$ cat src/rtl/core/dns_name_label_encoder_unit_assert.svh
// assertion macros shared by the label encoder rtl
// depends on nothing; included by the files that carry assertions
`ifndef DNS_NAME_LABEL_ENCODER_UNIT_ASSERT_SVH
`define DNS_NAME_LABEL_ENCODER_UNIT_ASSERT_SVH
`ifndef SYNTHESIS
// same-cycle implication, checked out of reset
`define DNLE_ASSERT_IMPLY(label, clk, rst_n, ante, cons) \
  label: assert property (@(posedge clk) disable iff (!rst_n) (ante) |-> (cons)) \
    else $error("dnle assertion failed");
// next-cycle implication, checked out of reset
`define DNLE_ASSERT_NEXT(label, clk, rst_n, ante, cons) \
  label: assert property (@(posedge clk) disable iff (!rst_n) (ante) |=> (cons)) \
    else $error("dnle assertion failed");
`else
`define DNLE_ASSERT_IMPLY(label, clk, rst_n, ante, cons)
`define DNLE_ASSERT_NEXT(label, clk, rst_n, ante, cons)
`endif
`endif

$ cat src/rtl/core/dnle_pkg.sv
// shared types and constants of the dns name label encoder
// depends on nothing
package dnle_pkg;

  localparam int LABEL_MAX = 62;
  localparam int CNT_W     = $clog2(LABEL_MAX + 1);
  localparam int RAM_AW    = CNT_W + 1;
  localparam int RAM_DEPTH = 2 ** RAM_AW;
  localparam int CMD_DEPTH = 2;
  localparam int CMD_PTR_W = $clog2(CMD_DEPTH);
  localparam int CMD_CNT_W = $clog2(CMD_DEPTH + 1);

  localparam logic [7:0] DOT_CHAR = 8'h2E;
  localparam logic [7:0] NUL_CHAR = 8'h00;

  typedef struct packed {
    logic             is_end;
    logic             bank;
    logic [CNT_W-1:0] count;
    logic             ovf;
  } flush_cmd_t;

  typedef struct packed {
    logic              en;
    logic [RAM_AW-1:0] addr;
    logic [7:0]        data;
  } ram_wr_t;

  typedef enum logic [2:0] {
    BK_IDLE,
    BK_LEN,
    BK_RD,
    BK_DATA,
    BK_TERM
  } back_state_t;

endpackage

$ cat src/rtl/core/dnle_in_if.sv
// input channel of the label encoder: one name character or end mark per word
// depends on nothing
interface dnle_in_if;
  logic       valid;
  logic       ready;
  logic [7:0] name_byte;
  logic       end_of_name;

  modport source (output valid, output name_byte, output end_of_name, input ready);
  modport sink (input valid, input name_byte, input end_of_name, output ready);
endinterface

$ cat src/rtl/core/dnle_out_if.sv
// output channel of the label encoder: one wire-format byte per word
// depends on nothing
interface dnle_out_if;
  logic       valid;
  logic       ready;
  logic [7:0] out_byte;
  logic       last;
  logic       overflow;

  modport source (output valid, output out_byte, output last, output overflow, input ready);
  modport sink (input valid, input out_byte, input last, input overflow, output ready);
endinterface

$ cat src/rtl/core/dnle_ram.sv
// generic single-write, single-read ram with registered read data
// depends on nothing
module dnle_ram #(
  parameter int Width = 8,
  parameter int Depth = 128
) (
  input  logic                     clk,
  input  logic                     we,
  input  logic [$clog2(Depth)-1:0] waddr,
  input  logic [Width-1:0]         wdata,
  input  logic                     re,
  input  logic [$clog2(Depth)-1:0] raddr,
  output logic [Width-1:0]         rdata
);

  logic [Width-1:0] mem_r [Depth];
  logic [Width-1:0] rdata_r;

  always_ff @(posedge clk) begin
    if (we) begin
      mem_r[waddr] <= wdata;
    end
    if (re) begin
      rdata_r <= mem_r[raddr];
    end
  end

  assign rdata = rdata_r;

endmodule

$ cat src/rtl/core/dnle_cmd_fifo.sv
// two-entry queue of flush commands between front and back
// depends on dnle_pkg and the assertion macro header
`include "dns_name_label_encoder_unit_assert.svh"
module dnle_cmd_fifo (
  input  logic                clk,
  input  logic                rst_n,
  input  logic                push,
  input  dnle_pkg::flush_cmd_t push_cmd,
  input  logic                pop,
  output dnle_pkg::flush_cmd_t head,
  output logic                empty,
  output logic                full
);
  import dnle_pkg::*;

  flush_cmd_t           q_r [CMD_DEPTH];
  logic [CMD_PTR_W-1:0] wr_ptr_r, wr_ptr_nxt;
  logic [CMD_PTR_W-1:0] rd_ptr_r, rd_ptr_nxt;
  logic [CMD_CNT_W-1:0] cnt_r, cnt_nxt;

  assign empty = (cnt_r == '0);
  assign full  = (cnt_r == CMD_CNT_W'(CMD_DEPTH));
  assign head  = q_r[rd_ptr_r];

  always_comb begin
    wr_ptr_nxt = push ? wr_ptr_r + 1'b1 : wr_ptr_r;
    rd_ptr_nxt = pop ? rd_ptr_r + 1'b1 : rd_ptr_r;
    cnt_nxt    = cnt_r;
    if (push && !pop) begin
      cnt_nxt = cnt_r + 1'b1;
    end else if (pop && !push) begin
      cnt_nxt = cnt_r - 1'b1;
    end
  end

  always_ff @(posedge clk) begin
    if (!rst_n) begin
      wr_ptr_r <= '0;
      rd_ptr_r <= '0;
      cnt_r    <= '0;
    end else begin
      wr_ptr_r <= wr_ptr_nxt;
      rd_ptr_r <= rd_ptr_nxt;
      cnt_r    <= cnt_nxt;
    end
  end

  always_ff @(posedge clk) begin
    if (push) begin
      q_r[wr_ptr_r] <= push_cmd;
    end
  end

  `DNLE_ASSERT_IMPLY(a_cmd_no_overrun, clk, rst_n, push, !full)
  `DNLE_ASSERT_IMPLY(a_cmd_no_underrun, clk, rst_n, pop, !empty)

endmodule

$ cat src/rtl/core/dnle_front.sv
// front end: takes name characters, buffers them in the label ram, queues flushes
// depends on dnle_pkg, dnle_in_if and the assertion macro header
`include "dns_name_label_encoder_unit_assert.svh"
module dnle_front (
  input  logic                 clk,
  input  logic                 rst_n,
  dnle_in_if.sink              in_ch,
  input  logic                 cmd_full,
  output logic                 cmd_push,
  output dnle_pkg::flush_cmd_t cmd_data,
  output dnle_pkg::ram_wr_t    ram_wr
);
  import dnle_pkg::*;

  logic [CNT_W-1:0] cnt_r, cnt_nxt;
  logic             ovf_r, ovf_nxt;
  logic             bank_r, bank_nxt;
  logic             take;
  logic             is_flush;

  // a new label may fill one bank while the back drains the other
  assign in_ch.ready = !cmd_full;
  assign take        = in_ch.valid && in_ch.ready;
  assign is_flush    = in_ch.end_of_name || (in_ch.name_byte == DOT_CHAR);

  assign cmd_push        = take && is_flush;
  assign cmd_data.is_end = in_ch.end_of_name;
  assign cmd_data.bank   = bank_r;
  assign cmd_data.count  = cnt_r;
  assign cmd_data.ovf    = ovf_r;

  assign ram_wr.en   = take && !is_flush && (cnt_r < CNT_W'(LABEL_MAX));
  assign ram_wr.addr = {bank_r, cnt_r};
  assign ram_wr.data = in_ch.name_byte;

  always_comb begin
    cnt_nxt  = cnt_r;
    ovf_nxt  = ovf_r;
    bank_nxt = bank_r;
    if (take) begin
      if (is_flush) begin
        cnt_nxt  = '0;
        ovf_nxt  = 1'b0;
        bank_nxt = !bank_r;
      end else if (cnt_r < CNT_W'(LABEL_MAX)) begin
        cnt_nxt = cnt_r + 1'b1;
      end else begin
        ovf_nxt = 1'b1;
      end
    end
  end

  always_ff @(posedge clk) begin
    if (!rst_n) begin
      cnt_r  <= '0;
      ovf_r  <= 1'b0;
      bank_r <= 1'b0;
    end else begin
      cnt_r  <= cnt_nxt;
      ovf_r  <= ovf_nxt;
      bank_r <= bank_nxt;
    end
  end

  `DNLE_ASSERT_IMPLY(a_front_cnt_bound, clk, rst_n, 1'b1, cnt_r <= CNT_W'(LABEL_MAX))

endmodule

$ cat src/rtl/core/dnle_back.sv
// back end: drains queued flushes from the label ram into the output register
// depends on dnle_pkg, dnle_out_if and the assertion macro header
`include "dns_name_label_encoder_unit_assert.svh"
module dnle_back (
  input  logic                 clk,
  input  logic                 rst_n,
  input  dnle_pkg::flush_cmd_t cmd,
  input  logic                 cmd_empty,
  output logic                 cmd_pop,
  output logic                 ram_re,
  output logic [dnle_pkg::RAM_AW-1:0] ram_raddr,
  input  logic [7:0]           ram_rdata,
  dnle_out_if.source           out_ch
);
  import dnle_pkg::*;

  back_state_t      state_r, state_nxt;
  logic [CNT_W-1:0] idx_r, idx_nxt;
  logic [CNT_W-1:0] idx_inc;
  logic             out_valid_r;
  logic [7:0]       out_byte_r;
  logic             out_last_r;
  logic             out_ovf_r;
  logic             out_free;
  logic             ld;
  logic [7:0]       ld_byte;
  logic             ld_last;
  logic             ld_ovf;

  assign out_free  = !out_valid_r || out_ch.ready;
  assign idx_inc   = idx_r + 1'b1;
  assign ram_raddr = {cmd.bank, idx_r};

  always_comb begin
    state_nxt = state_r;
    case (state_r)
      BK_IDLE: begin
        if (!cmd_empty) state_nxt = BK_LEN;
      end
      BK_LEN: begin
        if (out_free) begin
          if (cmd.count == '0) begin
            state_nxt = cmd.is_end ? BK_TERM : BK_IDLE;
          end else begin
            state_nxt = BK_RD;
          end
        end
      end
      BK_RD: begin
        state_nxt = BK_DATA;
      end
      BK_DATA: begin
        if (out_free) begin
          if (idx_inc == cmd.count) begin
            state_nxt = cmd.is_end ? BK_TERM : BK_IDLE;
          end else begin
            state_nxt = BK_RD;
          end
        end
      end
      BK_TERM: begin
        if (out_free) state_nxt = BK_IDLE;
      end
      default: state_nxt = BK_IDLE;
    endcase
  end

  always_comb begin
    ld      = 1'b0;
    ld_byte = NUL_CHAR;
    ld_last = 1'b0;
    ld_ovf  = 1'b0;
    cmd_pop = 1'b0;
    ram_re  = 1'b0;
    idx_nxt = idx_r;
    case (state_r)
      BK_IDLE: begin
        idx_nxt = '0;
      end
      BK_LEN: begin
        ld_byte = 8'(cmd.count);
        ld_last = !cmd.is_end && (cmd.count == '0);
        ld_ovf  = cmd.ovf;
        if (out_free) begin
          ld      = 1'b1;
          cmd_pop = !cmd.is_end && (cmd.count == '0);
        end
      end
      BK_RD: begin
        ram_re = 1'b1;
      end
      BK_DATA: begin
        ld_byte = ram_rdata;
        ld_last = !cmd.is_end && (idx_inc == cmd.count);
        ld_ovf  = cmd.ovf;
        if (out_free) begin
          ld      = 1'b1;
          idx_nxt = idx_inc;
          cmd_pop = !cmd.is_end && (idx_inc == cmd.count);
        end
      end
      BK_TERM: begin
        ld_byte = NUL_CHAR;
        ld_last = 1'b1;
        if (out_free) begin
          ld      = 1'b1;
          cmd_pop = 1'b1;
        end
      end
      default: begin
        idx_nxt = '0;
      end
    endcase
  end

  always_ff @(posedge clk) begin
    if (!rst_n) begin
      state_r     <= BK_IDLE;
      idx_r       <= '0;
      out_valid_r <= 1'b0;
    end else begin
      state_r <= state_nxt;
      idx_r   <= idx_nxt;
      if (ld) begin
        out_valid_r <= 1'b1;
      end else if (out_ch.ready) begin
        out_valid_r <= 1'b0;
      end
    end
  end

  always_ff @(posedge clk) begin
    if (ld) begin
      out_byte_r <= ld_byte;
      out_last_r <= ld_last;
      out_ovf_r  <= ld_ovf;
    end
  end

  assign out_ch.valid    = out_valid_r;
  assign out_ch.out_byte = out_byte_r;
  assign out_ch.last     = out_last_r;
  assign out_ch.overflow = out_ovf_r;

  `DNLE_ASSERT_IMPLY(a_back_busy_has_cmd, clk, rst_n, state_r != BK_IDLE, !cmd_empty)
  `DNLE_ASSERT_IMPLY(a_back_term_on_end, clk, rst_n, state_r == BK_TERM, cmd.is_end)

endmodule

$ cat src/rtl/core/dns_name_label_encoder_unit.sv
// top level of the dns name label encoder
// depends on dnle_pkg, dnle_in_if, dnle_out_if, dnle_ram, dnle_cmd_fifo, dnle_front, dnle_back
//
// Encodes a dotted host name, one character per input word, into dns wire
// format: each label comes out as its length byte followed by its characters,
// and an end-of-name word closes the current label (a zero length byte if it
// is empty) and then sends the terminating zero byte. A dot closes a label the
// same way, with last set on its final byte; a label longer than 62 characters
// keeps the first 62, and every byte of its run carries overflow. Flow: an
// ordinary character is taken and gives no output. A closing word is taken
// and queued as a flush; the back end picks it up from idle, sends the length
// byte, then for each character a label ram read followed by the load into
// the output register, plus the terminator on an end of name. The front
// keeps taking characters of the next label while the back end drains the
// previous one, because the label ram holds two banks; input stalls only
// while two closed labels are waiting or being sent.
module dns_name_label_encoder_unit (
  input  logic       clk,
  input  logic       rst_n,
  dnle_in_if.sink    in_ch,
  dnle_out_if.source out_ch
);
  import dnle_pkg::*;

  // flush command queue between the two halves
  flush_cmd_t          cmd_push_data;
  flush_cmd_t          cmd_head;
  logic                cmd_push;
  logic                cmd_pop;
  logic                cmd_empty;
  logic                cmd_full;

  // label ram: bank bit on top, character index below
  ram_wr_t             ram_wr;
  logic                ram_re;
  logic [RAM_AW-1:0]   ram_raddr;
  logic [7:0]          ram_rdata;

  // front: classifies each word, stores characters, queues a flush on dot or end
  dnle_front u_front (
    .clk      (clk),
    .rst_n    (rst_n),
    .in_ch    (in_ch),
    .cmd_full (cmd_full),
    .cmd_push (cmd_push),
    .cmd_data (cmd_push_data),
    .ram_wr   (ram_wr)
  );

  // two entries: one label being sent, one closed and waiting
  dnle_cmd_fifo u_cmd_fifo (
    .clk      (clk),
    .rst_n    (rst_n),
    .push     (cmd_push),
    .push_cmd (cmd_push_data),
    .pop      (cmd_pop),
    .head     (cmd_head),
    .empty    (cmd_empty),
    .full     (cmd_full)
  );

  dnle_ram #(
    .Width (8),
    .Depth (RAM_DEPTH)
  ) u_label_ram (
    .clk   (clk),
    .we    (ram_wr.en),
    .waddr (ram_wr.addr),
    .wdata (ram_wr.data),
    .re    (ram_re),
    .raddr (ram_raddr),
    .rdata (ram_rdata)
  );

  // back: length byte, characters, optional terminator, through an output register
  dnle_back u_back (
    .clk       (clk),
    .rst_n     (rst_n),
    .cmd       (cmd_head),
    .cmd_empty (cmd_empty),
    .cmd_pop   (cmd_pop),
    .ram_re    (ram_re),
    .ram_raddr (ram_raddr),
    .ram_rdata (ram_rdata),
    .out_ch    (out_ch)
  );

endmodule

$ cat src/flat_wrapper.sv
// flat-port wrapper written by rule: the top's interface ports become plain ports
module dns_name_label_encoder_unit_flat import dnle_pkg::*;
  (clk, rst_n, in_ch_valid, in_ch_name_byte, in_ch_end_of_name, in_ch_ready, out_ch_valid, out_ch_out_byte, out_ch_last, out_ch_overflow, out_ch_ready);
  dnle_in_if in_ch_i ();
  dnle_out_if out_ch_i ();
  input  logic clk;
  input  logic rst_n;
  input wire logic [$bits(in_ch_i.valid)-1:0] in_ch_valid;
  input wire logic [$bits(in_ch_i.name_byte)-1:0] in_ch_name_byte;
  input wire logic [$bits(in_ch_i.end_of_name)-1:0] in_ch_end_of_name;
  output wire logic [$bits(in_ch_i.ready)-1:0] in_ch_ready;
  output wire logic [$bits(out_ch_i.valid)-1:0] out_ch_valid;
  output wire logic [$bits(out_ch_i.out_byte)-1:0] out_ch_out_byte;
  output wire logic [$bits(out_ch_i.last)-1:0] out_ch_last;
  output wire logic [$bits(out_ch_i.overflow)-1:0] out_ch_overflow;
  input wire logic [$bits(out_ch_i.ready)-1:0] out_ch_ready;
  assign in_ch_i.valid = in_ch_valid;
  assign in_ch_i.name_byte = in_ch_name_byte;
  assign in_ch_i.end_of_name = in_ch_end_of_name;
  assign in_ch_ready = in_ch_i.ready;
  assign out_ch_valid = out_ch_i.valid;
  assign out_ch_out_byte = out_ch_i.out_byte;
  assign out_ch_last = out_ch_i.last;
  assign out_ch_overflow = out_ch_i.overflow;
  assign out_ch_i.ready = out_ch_ready;
  dns_name_label_encoder_unit u_core (.clk(clk), .rst_n(rst_n), .in_ch(in_ch_i), .out_ch(out_ch_i));
endmodule
$ cat config.mk
export PLATFORM = sky130hd
export DESIGN_NAME = dns_name_label_encoder_unit_flat
export DESIGN_NICKNAME = d
export VERILOG_FILES = /design/src/rtl/core/dnle_pkg.sv /design/src/rtl/core/dnle_in_if.sv /design/src/rtl/core/dnle_out_if.sv /design/src/rtl/core/dnle_ram.sv /design/src/rtl/core/dnle_cmd_fifo.sv /design/src/rtl/core/dnle_front.sv /design/src/rtl/core/dnle_back.sv /design/src/rtl/core/dns_name_label_encoder_unit.sv /design/src/flat_wrapper.sv
export VERILOG_INCLUDE_DIRS = /design/src /design/src/rtl/core
export SDC_FILE = /design/constraint.sdc
export NUM_CORES = 1
export LEC_CHECK = 0
export BUFFER_PORTS_ARGS = -buffer_cell sky130_fd_sc_hd__buf_4
export CORE_MARGIN = 4
export CORE_UTILIZATION = 55
export CTS_BUF_LIST = sky130_fd_sc_hd__clkbuf_8
export DETAILED_ROUTE_END_ITERATION = 7
export PLACE_DENSITY = 0.82
export SYNTH_ARGS = -nofsm -noshare
export SYNTH_HDL_FRONTEND = slang
export SYNTH_SLANG_ARGS = --single-unit
$ cat constraint.sdc
create_clock -name clk -period 2.5 [get_ports clk]
set_input_delay 0.125 -clock clk [delete_from_list [all_inputs] [get_ports clk]]
set_output_delay 0.125 -clock clk [all_outputs]
set_load 0.05 [all_outputs]
==> reports/metrics.yaml <==
outcome: "finished with violations"
violations: "negative setup slack"
antenna_found_initial: 3
syn_avg_cell_area_um2: 19.1
grt_max_degree: 85
grt_setup_unrepaired: "yes"
grt_busiest_layer: "met2"
worstPathMaxFanout: 7
grt_usage: 0.275
synth_area_leader_cell: "edfxtp_1"
grt_use_met1: 0.356
r2r_end: "u_core.u_label_ram.rdata[2]"
grt_pass1_wl_um: 164000
final_core_util: 0.663
clock_sinks: 1083
drc: 0
vias_per_cell: 6.61
power_density_nw_per_um2: 707
gp_congestion: 0.941
crit_path_end_kind: "flop"
yosys-top-cells-area: "edfxtp_1 75%, mux4_2 10%, mux2i_1 3.5%"
p_leak_nw: 15.7
first_pass_iters: 8
io_pins: 25
setup_tns_ps: -1490
min_from: "in_ch_name_byte[2]"
ant_nets: 0
insertion_delay_ps: 840
clkTransAtPathRegs_ps: 70
synthToLayoutAreaGrowth_pct: 19.0
port_buffers: 24
worstReg2RegStart: "u_core.u_back.idx_r[0]"
skew_ps: 49.7
worst_slew_pin_slew_ps: 1260
met2_usage: 0.426
cap_violations: 0
post-place-ws_ps: -821
worstHoldPathType: "in2reg"
crit_type: "reg2reg"
whs_path_depth: 2
multi_input_area_um2: 10800
drt-wirelength-per-cell_um: 31.1
initial_utilization: 0.557
grt.overflow.total: 0
clockRootBuffer: "clkbuf_8"
cp.required_ps: 3060
whs_ps: 87.9
numCtsBuffers: 160
coreArea_um2: 76200
fmax_ghz: 0.378
async_flop_share: 0
worst_slack_ps: -148
reg2reg_slack_ps: -150
period_share: 1.06
setup_violations: 17
seqCellArea_um2: 32300
fin_nets: 2574
die_area_um2: 81700
synth_top_area_share: 0.749
syn_inst: 2222
drv_slew: 0
min_period_ps: 2650
first_iter_violations: 4106
synth_edf_count: 1060
fillCellCount: 4431
dp.cells: 3373
syn-cell-area_um2: 42500
cp-start-kind: "flop"
vias: 24577
dpl.hpwl_um: 64900
worst_hold_path.endpoint: "u_core.u_label_ram.mem_r[36][2]"
vdd_drop_max_uv: 606
ys.flop_type: "edfxtp_1"
ys_warn_count: 0
placed_area_um2: 45300
synth_cell_types: 55
final_cells: 3719
slew_headroom: 0.157
rr_worst_depth: 10
clock_path_buffers: 3
finalHoldViolCount: 0
die_w_um: 286
synth_seq_cells: 1083
use_met3: 0.0834
row_count: 101
final_cell_area_um2: 50500
htreeDepth: 4
crit_arrival_ps: 3210
grt_pass1_vias: 24393
die_h_um: 286
ys_seq_area_frac: 0.760
wl_um: 116000
layout-drive-gt1-share: 0.345
cts_tree: "done"
finalPower_mw: 35.7
[layout by cell type (no fill, tap or decap), types with 17 or more instances in the layout]
| master | instances |
|---|---|
| inv_1 | 32 |
| a22oi_1 | 34 |
| dfxtp_1 | 20 |
| o22ai_1 | 50 |
| buf_12 | 49 |
| nor3_1 | 31 |
| clkinv_2 | 25 |
| clkinv_1 | 49 |
| clkbuf_8 | 165 |
| edfxtp_1 | 1060 |
| nor2_4 | 58 |
| mux2i_1 | 131 |
| mux4_2 | 192 |
| nor2_2 | 66 |
| a21oi_2 | 17 |
| a22oi_2 | 36 |
| nor2_1 | 79 |
| and3_1 | 23 |
| conb_1 | 32 |
| buf_4 | 189 |
| nand2_1 | 78 |
| a21oi_1 | 31 |
[synth_stat cells, types with 28 or more instances]
library cell	count
nor3_1	41
a21oi_1	50
mux2i_1	147
nand2_1	81
buf_2	40
edfxtp_1	1060
nor2_1	203
o22ai_1	54
clkbuf_1	43
a22oi_1	70
and3_1	28
mux4_2	192
[sequential cells by signal, indices dropped and copies added, names as in the netlist, named ones only]
name                           flops
u_core.u_back.idx_r                6
u_core.u_back.out_ch.last          1
u_core.u_back.out_ch.out_byte      8
u_core.u_back.out_ch.overflow      1
u_core.u_back.out_ch.valid         1
u_core.u_back.state_r              3
u_core.u_cmd_fifo.cnt_r            2
u_core.u_cmd_fifo.q_r             18
u_core.u_cmd_fifo.rd_ptr_r         1
u_core.u_cmd_fifo.wr_ptr_r         1
u_core.u_front.bank_r              1
u_core.u_front.cnt_r               6
u_core.u_front.ovf_r               1
u_core.u_label_ram.mem_r        1024
u_core.u_label_ram.rdata           8
[timing repair]
action / CTS / global route
hold endpoints to repair: 309 / 0
gates resized for setup: 161 / 192
hold buffers: 11 / 0
cloned: 8 / 4
setup buffers: 19 / 23
pin swaps: 18 / 41
endpoints found under the setup margin: 589 / 668
[cells by family (layout without fill, tap and decap cells)]
kind of cell               count (synthesis)  in the layout  share of synthesized area
DFF                                     1083           1083                      0.760
buffers and inverters                    134            569                     0.0186
AOI/OAI and AO/OA                        216            216                     0.0343
other                                      1             33                  0.0000883
adders and majority gates                  3              3                   0.000884
and+or+nand+nor                          430            430                     0.0457
xor gates and xnor gates                  13             13                    0.00303
muxes                                    342            342                      0.137
[how the worst max path moves through the flow]
stage	cells past startpoint	slack [ps]	to	start
after floorplan	9	-20	u_core.u_cmd_fifo.cnt_r[1]	u_core.u_cmd_fifo.q_r[0][2]
after global placement	8	-730	u_core.u_label_ram.mem_r[22][7]	in_ch_name_byte[1]
after detailed placement	8	-820	u_core.u_label_ram.mem_r[22][1]	in_ch_name_byte[1]
after CTS	10	-90	u_core.u_label_ram.rdata[1]	u_core.u_back.idx_r[0]
after global routing	13	-210	u_core.u_cmd_fifo.cnt_r[1]	u_core.u_back.idx_r[0]
final	10	-150	u_core.u_label_ram.rdata[2]	u_core.u_back.idx_r[0]
[critical path: stages (launching register included)]
cell and delay [ps]:
dfxtp_4 380, buf_12 150, buf_16 160, buf_12 140
buf_16 130, mux4_2 550, mux2i_1 150, a211oi_1 90
buf_4 220, o22ai_4 250, o21ai_2 110
[cell type report]
type / instances / share of cell area
Clock buffer: 165 / 0.0449
Clock inverter: 127 / 0.0175
Inverter: 5 / 0.000371
Timing Repair Buffer: 272 / 0.0591
Sequential cell: 1083 / 0.639
Tap cell: 1030 / 0.0255
Multi-Input combinational cell: 1036 / 0.213
Antenna cell: 1 / 0.0000495
[power by group]
part           total (mW)  internal (mW)  switching [mW]
combinational        1.20          0.353           0.851
clock                14.4           7.42            6.99
sequential           20.1           20.0          0.0649
[layer usage]
| metal | share of wire | vias up |
|---|---|---|
| met4 | 0.059 | 4 |
| met3 | 0.13 | 430 |
| met2 | 0.48 | 2239 |
| li1 | - | 9712 |
| met5 | 0.00023 | - |
| met1 | 0.33 | 12192 |
No activity file was read; power rests on OpenSTA's default activity.
